$ cat config.mk
export PLATFORM = sky130hd
export DESIGN_NAME = rle_byte_packet_encoder
export DESIGN_NICKNAME = d
export VERILOG_FILES = /design/src/rtl/rbpe_pkg.sv /design/src/rtl/rle_byte_packet_encoder.sv
export SDC_FILE = /design/constraint.sdc
export NUM_CORES = 2
export LEC_CHECK = 0
export BUFFER_PORTS_ARGS = -buffer_cell sky130_fd_sc_hd__buf_2
export CAP_MARGIN = 10
export CORE_UTILIZATION = 40
export CTS_CLUSTER_SIZE = 8
export DETAILED_ROUTE_END_ITERATION = 8
export PLACE_DENSITY_LB_ADDON = 0.12
export SETUP_SLACK_MARGIN = 0.15
export SLEW_MARGIN = 25
export SYNTH_ARGS = -nofsm -noshare
export SYNTH_HDL_FRONTEND = slang
export SYNTH_SLANG_ARGS = --single-unit
$ cat constraint.sdc
create_clock -name aclk -period 9.6 [get_ports aclk]
set_clock_uncertainty 0.15 [all_clocks]
set_input_delay 1.92 -clock aclk [delete_from_list [all_inputs] [get_ports aclk]]
set_output_delay 1.92 -clock aclk [all_outputs]
set_load 0.02 [all_outputs]
$ cat src/rtl/rbpe_pkg.sv
`default_nettype none
// ----------------------------------------------------------------------------
// rbpe_pkg
// Types, codes and header helpers for the byte-run packet encoder.
// ----------------------------------------------------------------------------
package rbpe_pkg;

    typedef enum logic [1:0] {
        CM_IDLE,
        CM_HELD,
        CM_LIT,
        CM_RUN
    } coder_mode_t;

    typedef enum logic [2:0] {
        ES_READY,
        ES_LHDR,
        ES_LDATA,
        ES_SHDR,
        ES_SVAL
    } emit_state_t;

    localparam int          WORD_W         = 64;
    localparam int          OUT_W          = 72;
    localparam logic [6:0]  HDR_COUNT_MASK = 7'h7f;
    localparam logic [7:0]  RUN_FLAG       = 8'h80;
    localparam logic [2:0]  LANE_LAST      = 3'd7;

    // literal header: count-1 with bit 7 clear
    function automatic logic [7:0] lit_header(input logic [7:0] count);
        logic [7:0] m1;
        m1 = count - 8'd1;
        return {1'b0, m1[6:0] & HDR_COUNT_MASK};
    endfunction

    // run header: 0x80 | (count-1)
    function automatic logic [7:0] run_header(input logic [7:0] count);
        logic [7:0] m1;
        m1 = count - 8'd1;
        return RUN_FLAG | {1'b0, m1[6:0] & HDR_COUNT_MASK};
    endfunction

endpackage
`default_nettype wire

$ cat src/rtl/rle_byte_packet_encoder.sv
`default_nettype none
// Timing: a byte is taken while the sequencer is ready; a byte that finishes no packet leaves the
// block ready again on the next cycle. A literal packet is then sent as its header and its bytes,
// and a run or single-byte packet as header and value, one packet byte a cycle through
// the word assembler and the store's single read port, unless a stall on m_tready holds it.
// No new byte is taken while the packets that a byte closed are still being sent.
// Reset: synchronous, active low; clears control state. The literal store is not cleared.
// ----------------------------------------------------------------------------
// rle_byte_packet_encoder
// Groups tile bytes into literal and run packets and sends them in 8-byte words.
// ----------------------------------------------------------------------------
module rle_byte_packet_encoder #(
    parameter int MAX_PACKET = 128
) (
    input  logic        aclk,
    input  logic        aresetn,
    input  logic [7:0]  s_tdata,   // [7:0] data_byte
    input  logic        s_tlast,   // tile_end
    input  logic        s_tvalid,
    output logic        s_tready,
    output logic [71:0] m_tdata,   // [63:0] word_bytes, [67:64] byte_count, [68] last_word
    output logic        m_tlast,   // packet_done
    output logic        m_tvalid,
    input  logic        m_tready
);

    localparam int AW = $clog2(MAX_PACKET);
    localparam int CW = $clog2(MAX_PACKET + 1);
    localparam logic [CW-1:0] MAX_CNT = CW'(MAX_PACKET);

    // coder state
    rbpe_pkg::coder_mode_t mode_reg, mode_next;
    logic [CW-1:0] lit_cnt_reg, lit_cnt_next;
    logic [CW-1:0] run_len_reg, run_len_next;
    logic [7:0]    run_val_reg, run_val_next;
    logic [7:0]    held_reg, held_next;
    logic [7:0]    last1_reg, last1_next;
    logic [7:0]    last2_reg, last2_next;

    // pending packets of the current item
    logic [CW-1:0] lit_len_reg, lit_len_next;
    logic [1:0]    sh_cnt_reg, sh_cnt_next;
    logic [7:0]    sh_hdr_reg [2];
    logic [7:0]    sh_val_reg [2];
    logic [7:0]    sh_hdr_next [2];
    logic [7:0]    sh_val_next [2];
    logic [CW-1:0] idx_reg, idx_next;

    // sequencer
    rbpe_pkg::emit_state_t es_reg, es_next;

    // literal store
    logic [7:0]    lit_mem [MAX_PACKET];
    logic          mem_we;
    logic [AW-1:0] mem_waddr;
    logic [7:0]    mem_wdata;
    logic [7:0]    rd_data_reg;

    // job from the accepted byte
    logic          job_lit;
    logic [CW-1:0] job_len;
    logic [1:0]    job_sh_cnt;
    logic [7:0]    job_hdr [2];
    logic [7:0]    job_val [2];

    // word assembler and output register
    logic [63:0]   asm_word_reg, asm_word_next;
    logic [2:0]    asm_fill_reg, asm_fill_next;
    logic          m_valid_reg, m_valid_next;
    logic [63:0]   m_word_reg, m_word_next;
    logic [3:0]    m_count_reg, m_count_next;
    logic          m_pdone_reg, m_pdone_next;
    logic          m_last_reg, m_last_next;

    logic          acc;
    logic          push_valid;
    logic [7:0]    push_byte;
    logic          push_pend;
    logic          push_jend;
    logic          push_done;
    logic          complete;
    logic          out_free;
    logic          lit_last;
    logic [63:0]   word_w;

    assign s_tready = (es_reg == rbpe_pkg::ES_READY);
    assign acc      = s_tvalid && s_tready;

    // ------------------------------------------------------------------
    // coder: one byte a cycle while the sequencer is ready, decides which packets close
    // ------------------------------------------------------------------
    always_comb begin : proc_coder
        rbpe_pkg::coder_mode_t m;
        logic [CW-1:0] cnt;
        logic [CW-1:0] rl;
        logic [7:0]    rv;
        logic [7:0]    held;
        logic [7:0]    l1;
        logic [7:0]    l2;
        logic          b_sh_v;
        logic [7:0]    b_sh_h;
        logic [7:0]    b_sh_d;
        logic          e_sh_v;
        logic [7:0]    e_sh_h;
        logic [7:0]    e_sh_d;
        logic          triple;

        m       = mode_reg;
        cnt     = lit_cnt_reg;
        rl      = run_len_reg;
        rv      = run_val_reg;
        held    = held_reg;
        l1      = last1_reg;
        l2      = last2_reg;
        b_sh_v  = 1'b0;
        b_sh_h  = '0;
        b_sh_d  = '0;
        e_sh_v  = 1'b0;
        e_sh_h  = '0;
        e_sh_d  = '0;
        job_lit = 1'b0;
        job_len = lit_len_reg;
        mem_we    = 1'b0;
        mem_waddr = lit_cnt_reg[AW-1:0];
        mem_wdata = s_tdata;
        triple  = (lit_cnt_reg >= CW'(3)) && (last1_reg == s_tdata) &&
                  (last2_reg == s_tdata);

        case (mode_reg)
            rbpe_pkg::CM_IDLE: begin
                // held byte also goes to entry 0 for a literal that may follow
                held      = s_tdata;
                mem_we    = 1'b1;
                mem_waddr = AW'(0);
                m         = rbpe_pkg::CM_HELD;
            end
            rbpe_pkg::CM_HELD: begin
                if (s_tdata == held_reg) begin
                    rv = s_tdata;
                    rl = CW'(2);
                    m  = rbpe_pkg::CM_RUN;
                    if (rl >= MAX_CNT) begin
                        b_sh_v = 1'b1;
                        b_sh_h = rbpe_pkg::run_header(8'(rl));
                        b_sh_d = rv;
                        rl     = '0;
                        m      = rbpe_pkg::CM_IDLE;
                    end
                end else begin
                    mem_we    = 1'b1;
                    mem_waddr = AW'(1);
                    cnt       = CW'(2);
                    l2        = held_reg;
                    l1        = s_tdata;
                    m         = rbpe_pkg::CM_LIT;
                    if (cnt >= MAX_CNT) begin
                        job_lit = 1'b1;
                        job_len = cnt;
                        cnt     = '0;
                        m       = rbpe_pkg::CM_IDLE;
                    end
                end
            end
            rbpe_pkg::CM_LIT: begin
                if (triple) begin
                    // drop the last two bytes from the literal, they open the run
                    job_lit = 1'b1;
                    job_len = lit_cnt_reg - CW'(2);
                    cnt     = '0;
                    rv      = s_tdata;
                    rl      = CW'(3);
                    m       = rbpe_pkg::CM_RUN;
                    if (rl >= MAX_CNT) begin
                        b_sh_v = 1'b1;
                        b_sh_h = rbpe_pkg::run_header(8'(rl));
                        b_sh_d = rv;
                        rl     = '0;
                        m      = rbpe_pkg::CM_IDLE;
                    end
                end else begin
                    if (lit_cnt_reg < MAX_CNT) begin
                        mem_we = 1'b1;
                        cnt    = lit_cnt_reg + CW'(1);
                        l2     = last1_reg;
                        l1     = s_tdata;
                    end
                    if (cnt >= MAX_CNT) begin
                        job_lit = 1'b1;
                        job_len = cnt;
                        cnt     = '0;
                        m       = rbpe_pkg::CM_IDLE;
                    end
                end
            end
            rbpe_pkg::CM_RUN: begin
                if (s_tdata == run_val_reg && run_len_reg < MAX_CNT) begin
                    rl = run_len_reg + CW'(1);
                    if (rl >= MAX_CNT) begin
                        b_sh_v = 1'b1;
                        b_sh_h = rbpe_pkg::run_header(8'(rl));
                        b_sh_d = rv;
                        rl     = '0;
                        m      = rbpe_pkg::CM_IDLE;
                    end
                end else begin
                    b_sh_v    = (run_len_reg != '0);
                    b_sh_h    = rbpe_pkg::run_header(8'(run_len_reg));
                    b_sh_d    = run_val_reg;
                    rl        = '0;
                    held      = s_tdata;
                    mem_we    = 1'b1;
                    mem_waddr = AW'(0);
                    m         = rbpe_pkg::CM_HELD;
                end
            end
            default: begin
                m = rbpe_pkg::CM_IDLE;
            end
        endcase

        // flush at the tile end
        if (s_tlast) begin
            case (m)
                rbpe_pkg::CM_HELD: begin
                    e_sh_v = 1'b1;
                    e_sh_h = '0;
                    e_sh_d = held;
                end
                rbpe_pkg::CM_LIT: begin
                    job_lit = (cnt != '0);
                    job_len = cnt;
                    cnt     = '0;
                end
                rbpe_pkg::CM_RUN: begin
                    e_sh_v = (rl != '0);
                    e_sh_h = rbpe_pkg::run_header(8'(rl));
                    e_sh_d = rv;
                    rl     = '0;
                end
                default: begin
                end
            endcase
            m = rbpe_pkg::CM_IDLE;
        end

        job_sh_cnt = {1'b0, b_sh_v} + {1'b0, e_sh_v};
        job_hdr[0] = b_sh_v ? b_sh_h : e_sh_h;
        job_val[0] = b_sh_v ? b_sh_d : e_sh_d;
        job_hdr[1] = e_sh_h;
        job_val[1] = e_sh_d;

        if (acc) begin
            mode_next    = m;
            lit_cnt_next = cnt;
            run_len_next = rl;
            run_val_next = rv;
            held_next    = held;
            last1_next   = l1;
            last2_next   = l2;
        end else begin
            mem_we       = 1'b0;
            mode_next    = mode_reg;
            lit_cnt_next = lit_cnt_reg;
            run_len_next = run_len_reg;
            run_val_next = run_val_reg;
            held_next    = held_reg;
            last1_next   = last1_reg;
            last2_next   = last2_reg;
        end
    end

    // ------------------------------------------------------------------
    // sequencer: next state
    // ------------------------------------------------------------------
    assign lit_last = ((idx_reg + CW'(1)) == lit_len_reg);

    always_comb begin : proc_es_next
        es_next = es_reg;
        case (es_reg)
            rbpe_pkg::ES_READY: begin
                if (acc) begin
                    if (job_lit) begin
                        es_next = rbpe_pkg::ES_LHDR;
                    end else if (job_sh_cnt != 2'd0) begin
                        es_next = rbpe_pkg::ES_SHDR;
                    end
                end
            end
            rbpe_pkg::ES_LHDR: begin
                if (push_done) begin
                    es_next = rbpe_pkg::ES_LDATA;
                end
            end
            rbpe_pkg::ES_LDATA: begin
                if (push_done && lit_last) begin
                    es_next = (sh_cnt_reg != 2'd0) ? rbpe_pkg::ES_SHDR : rbpe_pkg::ES_READY;
                end
            end
            rbpe_pkg::ES_SHDR: begin
                if (push_done) begin
                    es_next = rbpe_pkg::ES_SVAL;
                end
            end
            rbpe_pkg::ES_SVAL: begin
                if (push_done) begin
                    es_next = (sh_cnt_reg == 2'd1) ? rbpe_pkg::ES_READY : rbpe_pkg::ES_SHDR;
                end
            end
            default: begin
                es_next = rbpe_pkg::ES_READY;
            end
        endcase
    end

    // ------------------------------------------------------------------
    // sequencer: byte offered to the assembler
    // ------------------------------------------------------------------
    always_comb begin : proc_es_out
        push_valid = 1'b0;
        push_byte  = '0;
        push_pend  = 1'b0;
        push_jend  = 1'b0;
        case (es_reg)
            rbpe_pkg::ES_LHDR: begin
                push_valid = 1'b1;
                push_byte  = rbpe_pkg::lit_header(8'(lit_len_reg));
            end
            rbpe_pkg::ES_LDATA: begin
                push_valid = 1'b1;
                push_byte  = rd_data_reg;
                push_pend  = lit_last;
                push_jend  = lit_last && (sh_cnt_reg == 2'd0);
            end
            rbpe_pkg::ES_SHDR: begin
                push_valid = 1'b1;
                push_byte  = sh_hdr_reg[0];
            end
            rbpe_pkg::ES_SVAL: begin
                push_valid = 1'b1;
                push_byte  = sh_val_reg[0];
                push_pend  = 1'b1;
                push_jend  = (sh_cnt_reg == 2'd1);
            end
            default: begin
            end
        endcase
    end

    // ------------------------------------------------------------------
    // pending packet bookkeeping
    // ------------------------------------------------------------------
    always_comb begin : proc_pending
        lit_len_next   = lit_len_reg;
        idx_next       = idx_reg;
        sh_cnt_next    = sh_cnt_reg;
        sh_hdr_next[0] = sh_hdr_reg[0];
        sh_hdr_next[1] = sh_hdr_reg[1];
        sh_val_next[0] = sh_val_reg[0];
        sh_val_next[1] = sh_val_reg[1];
        if (acc) begin
            lit_len_next   = job_len;
            idx_next       = '0;
            sh_cnt_next    = job_sh_cnt;
            sh_hdr_next[0] = job_hdr[0];
            sh_hdr_next[1] = job_hdr[1];
            sh_val_next[0] = job_val[0];
            sh_val_next[1] = job_val[1];
        end else if (push_done && es_reg == rbpe_pkg::ES_LDATA) begin
            idx_next = idx_reg + CW'(1);
        end else if (push_done && es_reg == rbpe_pkg::ES_SVAL) begin
            // advance to the second short packet
            sh_cnt_next    = sh_cnt_reg - 2'd1;
            sh_hdr_next[0] = sh_hdr_reg[1];
            sh_val_next[0] = sh_val_reg[1];
        end
    end

    // ------------------------------------------------------------------
    // word assembler and output register
    // ------------------------------------------------------------------
    assign complete  = push_pend || (asm_fill_reg == rbpe_pkg::LANE_LAST);
    assign out_free  = !m_valid_reg || m_tready;
    assign push_done = push_valid && (!complete || out_free);
    assign word_w    = asm_word_reg | (64'(push_byte) << {asm_fill_reg, 3'b000});

    always_comb begin : proc_assemble
        asm_word_next = asm_word_reg;
        asm_fill_next = asm_fill_reg;
        m_valid_next  = m_valid_reg;
        m_word_next   = m_word_reg;
        m_count_next  = m_count_reg;
        m_pdone_next  = m_pdone_reg;
        m_last_next   = m_last_reg;
        if (m_tready) begin
            m_valid_next = 1'b0;
        end
        if (push_done) begin
            if (complete) begin
                asm_word_next = '0;
                asm_fill_next = '0;
                m_valid_next  = 1'b1;
                m_word_next   = word_w;
                m_count_next  = {1'b0, asm_fill_reg} + 4'd1;
                m_pdone_next  = push_pend;
                m_last_next   = push_jend;
            end else begin
                asm_word_next = word_w;
                asm_fill_next = asm_fill_reg + 3'd1;
            end
        end
    end

    // ------------------------------------------------------------------
    // registers
    // ------------------------------------------------------------------
    always_ff @(posedge aclk) begin
        if (!aresetn) begin
            mode_reg     <= rbpe_pkg::CM_IDLE;
            lit_cnt_reg  <= '0;
            run_len_reg  <= '0;
            run_val_reg  <= '0;
            held_reg     <= '0;
            es_reg       <= rbpe_pkg::ES_READY;
            sh_cnt_reg   <= '0;
            asm_word_reg <= '0;
            asm_fill_reg <= '0;
            m_valid_reg  <= 1'b0;
        end else begin
            mode_reg     <= mode_next;
            lit_cnt_reg  <= lit_cnt_next;
            run_len_reg  <= run_len_next;
            run_val_reg  <= run_val_next;
            held_reg     <= held_next;
            es_reg       <= es_next;
            sh_cnt_reg   <= sh_cnt_next;
            asm_word_reg <= asm_word_next;
            asm_fill_reg <= asm_fill_next;
            m_valid_reg  <= m_valid_next;
        end
    end

    always_ff @(posedge aclk) begin
        last1_reg     <= last1_next;
        last2_reg     <= last2_next;
        lit_len_reg   <= lit_len_next;
        idx_reg       <= idx_next;
        sh_hdr_reg[0] <= sh_hdr_next[0];
        sh_hdr_reg[1] <= sh_hdr_next[1];
        sh_val_reg[0] <= sh_val_next[0];
        sh_val_reg[1] <= sh_val_next[1];
        m_word_reg    <= m_word_next;
        m_count_reg   <= m_count_next;
        m_pdone_reg   <= m_pdone_next;
        m_last_reg    <= m_last_next;
    end

    // literal store: one write and one registered read a cycle
    always_ff @(posedge aclk) begin
        if (mem_we) begin
            lit_mem[mem_waddr] <= mem_wdata;
        end
        rd_data_reg <= lit_mem[idx_next[AW-1:0]];
    end

    assign m_tvalid = m_valid_reg;
    assign m_tlast  = m_pdone_reg;
    assign m_tdata  = {3'b000, m_last_reg, m_count_reg, m_word_reg};

`ifndef SYNTHESIS
    // no partial word may be left in the assembler while taking a new byte
    a_asm_empty_when_ready: assert property (@(posedge aclk) disable iff (!aresetn)
        s_tready |-> (asm_fill_reg == 3'd0))
        else $error("partial word left in assembler while ready");

    // the last word of an item always closes a packet
    a_last_closes_packet: assert property (@(posedge aclk) disable iff (!aresetn)
        (m_tvalid && m_tdata[68]) |-> m_tlast)
        else $error("last word of item does not end a packet");

    // an open literal holds at least two bytes and is below the packet limit
    a_lit_count_range: assert property (@(posedge aclk) disable iff (!aresetn)
        (mode_reg == rbpe_pkg::CM_LIT) |-> (lit_cnt_reg >= CW'(2) && lit_cnt_reg < MAX_CNT))
        else $error("open literal count out of range");
`endif

endmodule
`default_nettype wire

==> results_tabular.tex <==
\begin{tabular}{lr}
\hline
Metric & Value \\
\hline
\multicolumn{2}{l}{\textbf{Clock network}} \\
Worst-path clk slew & 0.05 ns \\
Clk buf depth & 3 \\
Maximum level of the CTS H-tree & 4 \\
Total clock buffers created by CTS & 178 \\
Total clock sinks & 1273 \\
TritonCTS clock tree & yes \\
Number of gates resized after CTS & 0 \\
Clock latency on the worst-skew pair & 0.79 ns \\
Hold bufs inserted after CTS & 0 \\
Clock tree root driver cell & sky130\_fd\_sc\_hd\_\_clkbuf\_16 \\
Post-CTS setup buffer count & 0 \\
\multicolumn{2}{l}{\textbf{Timing}} \\
Final worst setup slack & 2.87 ns \\
Total of endpoints with negative setup slack in the final report & 0 \\
F\_max & 149 MHz \\
Worst-Margin Slew & 1.13 ns \\
Slew Viols, Final & 0 \\
Sum of negative setup slack & 0 ns \\
Final Hold Vio Count & 0 \\
Final period util & 70.1\% \\
Post-layout minimum cycle time & 6.73 ns \\
Headroom to the max-slew limit & 24.7\% \\
Setup repair after global routing missed its margin & false \\
\multicolumn{2}{l}{\textbf{Logic synthesis}} \\
Number of storage elements in the synthesis netlist & 1273 \\
Combined area of all synthesized cells & 53200 µm² \\
Mapped Avg Cell Area & 13.4 µm² \\
Number of distinct library cells after synthesis & 85 \\
Mapped Cells & 3976 \\
Proportion of synthesized chip area in sequential cells & 69.5\% \\
Number of enable-type register cells in the synthesized netlist & 1150 \\
Fraction of synthesis flops using an asynchronous set or reset pin & 0\% \\
Top\_reg\_cell synth & sky130\_fd\_sc\_hd\_\_edfxtp\_1 \\
Number of warnings reported in the yosys synthesis log & 0 \\
Fraction of synthesized cell area taken by the top area cell type & 64.9\% \\
Main area contributors after synthesis & sky130\_fd\_sc\_hd\_\_edfxtp\_1 (65\%), sky130\_fd\_sc\_hd\_\_dfxtp\_1 (4.6\%), sky130\_fd\_sc\_hd\_\_nand2\_1 (4.3\%) \\
Cell taking the most area after synthesis & sky130\_fd\_sc\_hd\_\_edfxtp\_1 \\
\multicolumn{2}{l}{\textbf{Floorplan}} \\
I/O pin count & 88 \\
Die boundary width & 367 µm \\
Overall die height & 367 µm \\
Total core area & 132000 µm² \\
Effective utilization at floorplan & 40.4\% \\
Area of the die & 135000 µm² \\
Core Rows & 133 \\
\multicolumn{2}{l}{\textbf{Place}} \\
Placed Area & 55200 µm² \\
Number of instances in the placed design & 5605 \\
Final GP Congestion & 0.813 \\
Number of port buffers & 84 \\
Half-perimeter wire length after detailed placement & 87.9 mm \\
Post-placement setup slack & 2.13 ns \\
\multicolumn{2}{l}{\textbf{Setup path}} \\
FF-to-FF End & rd\_data\_reg[2] \\
Worst path required time & 10.15 ns \\
Arrival @ worst endpoint & 7.28 ns \\
Worst-case reg-to-reg path depth & 14 \\
Worst-case register-to-register setup slack & 3.10 ns \\
CP Class & in2reg \\
Largest fanout on the critical path & 38 \\
Worst flop-to-flop path startpoint & idx\_reg[1] \\
Endpoint kind of the worst setup timing path & flop \\
Crit path launch type & input pin \\
\multicolumn{2}{l}{\textbf{Route}} \\
Number of antenna-violating nets in the routed design & 0 \\
First-pass detailed-route iteration total & 6 \\
Iter 0 DRT Violations & 2925 \\
Total Wirelength & 149 mm \\
Drt via density & 5.64 \\
Via count & 33.1k \\
DRC violation count after routing & 0 \\
Average wire length per cell after detail routing & 25.5 µm \\
\multicolumn{2}{l}{\textbf{Status}} \\
Run status & complete, no violations \\
\multicolumn{2}{l}{\textbf{Global route}} \\
Number of global-route vias before repair & 32.0k \\
Number of antenna violations at the first check in global routing & 1 \\
Global routing usage summed across all routing layers & 22.1\% \\
Wire length of the first global-routing pass & 222 mm \\
Largest net degree at the start of global routing & 190 \\
Overflow left after global routing & 0 \\
\multicolumn{2}{l}{\textbf{Worst hold path}} \\
Min-Delay Endpoint & asm\_word\_reg[38] \\
Hold/Removal Path Class & reg2reg \\
Cells on Worst Hold Path & 2 \\
Origin of the worst min-delay path & asm\_word\_reg[38] \\
\multicolumn{2}{l}{\textbf{Finish}} \\
Top library cells by usage in the layout, fill and taps aside & sky130\_fd\_sc\_hd\_\_edfxtp\_1 (1150), sky130\_fd\_sc\_hd\_\_nand2\_1 (606), sky130\_fd\_sc\_hd\_\_nor2\_1 (273), sky130\_fd\_sc\_hd\_\_mux2i\_1 (206), sky130\_fd\_sc\_hd\_\_clkbuf\_16 (181) \\
Commonest non-fill, non-tap cell in the layout & sky130\_fd\_sc\_hd\_\_edfxtp\_1 \\
Fraction of layout instances using a drive strength above 1 & 10.9\% \\
Number of nets in the finished design & 4064 \\
Finished layout cell area & 60200 µm² \\
Layout area overhead & 13.1\% \\
Filler cell count & 11.9k \\
Final cell count without fillers & 5860 \\
Total inserted antenna cells & 0 \\
Largest register FFs & 1024 \\
\multicolumn{2}{l}{\textbf{Power}} \\
Total design power & 0.0159 W \\
Ratio of total power to cell area & 264 nW/µm² \\
Peak supply drop & 301 µV \\
Leakage power figure & 20.7 nW \\
\multicolumn{2}{l}{\textbf{Job}} \\
Max-Cap Viols & 0 \\
\hline
\end{tabular}
## metrics by stage
step                hold slack (ns)  util [%]
finish                        0.314      45.7
global route                  0.328      45.7
CTS                           0.314      45.7
detailed placement            0.302      41.9
global placement              0.290      41.8
floorplan                     0.279         -
## cell type report
| type | instances | area [µm²] | area share [%] |
|---|---|---|---|
| Tap cell | 1755 | 2200 | 3.65 |
| Multi-Input combinational cell | 2394 | 14900 | 24.7 |
| Sequential cell | 1273 | 37000 | 61.4 |
| Inverter | 37 | 168 | 0.278 |
| Timing Repair Buffer | 146 | 956 | 1.59 |
| Clock buffer | 240 | 4780 | 7.94 |
| Clock inverter | 15 | 256 | 0.426 |
## critical path, cell delays in order
cell and delay, ns:
sky130_fd_sc_hd__buf_2 0.10, sky130_fd_sc_hd__nor2b_1 0.37, sky130_fd_sc_hd__o2111ai_1 0.28, sky130_fd_sc_hd__or4_1 0.70, sky130_fd_sc_hd__nand3_1 0.20, sky130_fd_sc_hd__xnor2_1 0.11, sky130_fd_sc_hd__nand2_4 0.49, sky130_fd_sc_hd__clkinv_1 1.04
sky130_fd_sc_hd__a31oi_1 0.71, sky130_fd_sc_hd__a21oi_1 0.15, sky130_fd_sc_hd__o221ai_1 0.41, sky130_fd_sc_hd__a41oi_1 0.38, sky130_fd_sc_hd__nor4_2 0.35
## layer usage
metal	vias up	track usage [%]	wire length, µm
met1	16700	31.5	68000
met2	1056	34.9	69700
met4	2	5.83	2920
met3	201	3.57	8680
met5	-	0	13
li1	15100	-	-
## synth_stat cells, types with 14 or more instances
cell,number
sky130_fd_sc_hd__edfxtp_1,1150
sky130_fd_sc_hd__nand2_1,610
sky130_fd_sc_hd__nor2_1,285
sky130_fd_sc_hd__mux2i_1,206
sky130_fd_sc_hd__nand3_1,158
sky130_fd_sc_hd__clkbuf_1,146
sky130_fd_sc_hd__and3_1,126
sky130_fd_sc_hd__a21oi_1,124
sky130_fd_sc_hd__dfxtp_1,123
sky130_fd_sc_hd__a31oi_1,85
sky130_fd_sc_hd__o21ai_0,83
sky130_fd_sc_hd__buf_2,67
sky130_fd_sc_hd__a211oi_1,63
sky130_fd_sc_hd__a221oi_1,58
sky130_fd_sc_hd__nor3_1,50
sky130_fd_sc_hd__a311oi_1,48
sky130_fd_sc_hd__a21o_1,43
sky130_fd_sc_hd__inv_1,33
sky130_fd_sc_hd__nor2b_1,32
sky130_fd_sc_hd__mux4_2,31
sky130_fd_sc_hd__o221ai_1,30
sky130_fd_sc_hd__xor2_1,29
sky130_fd_sc_hd__xnor2_1,26
sky130_fd_sc_hd__a22oi_1,21
sky130_fd_sc_hd__buf_1,21
sky130_fd_sc_hd__buf_4,21
sky130_fd_sc_hd__ha_1,21
sky130_fd_sc_hd__buf_6,17
sky130_fd_sc_hd__o21bai_1,17
sky130_fd_sc_hd__and2_1,16
sky130_fd_sc_hd__o31ai_1,14
## where the power goes
| part | internal (W) | total (W) | switching (W) |
|---|---|---|---|
| registers | 0.00622 | 0.00637 | 0.000145 |
| clock network | 0.00343 | 0.00576 | 0.00233 |
| logic | 0.00118 | 0.00375 | 0.00257 |
## kinds of logic after synthesis
| family | Yosys count | share of synthesized area [%] |
|---|---|---|
| compound gates | 703 | 9.30 |
| simple gates | 1362 | 11.5 |
| fa+ha+maj | 21 | 0.494 |
| flops | 1273 | 69.5 |
| other cells | 1 | 0.00704 |
| xor+xnor | 55 | 0.905 |
| mux | 250 | 5.46 |
| buf+inv | 311 | 2.79 |
## worst max path at each step
stage | to | cells past startpoint | slack, ns | startpoint
floorplan | last1_reg[0] | 9 | 3.36 | s_tdata[4]
global placement | rd_data_reg[2] | 13 | 2.14 | m_tready
detailed placement | rd_data_reg[2] | 13 | 2.13 | m_tready
CTS | rd_data_reg[2] | 13 | 2.98 | m_tready
global route | rd_data_reg[2] | 13 | 2.74 | m_tready
finish | rd_data_reg[2] | 13 | 2.87 | m_tready
Power figures use the tool's default switching activity.
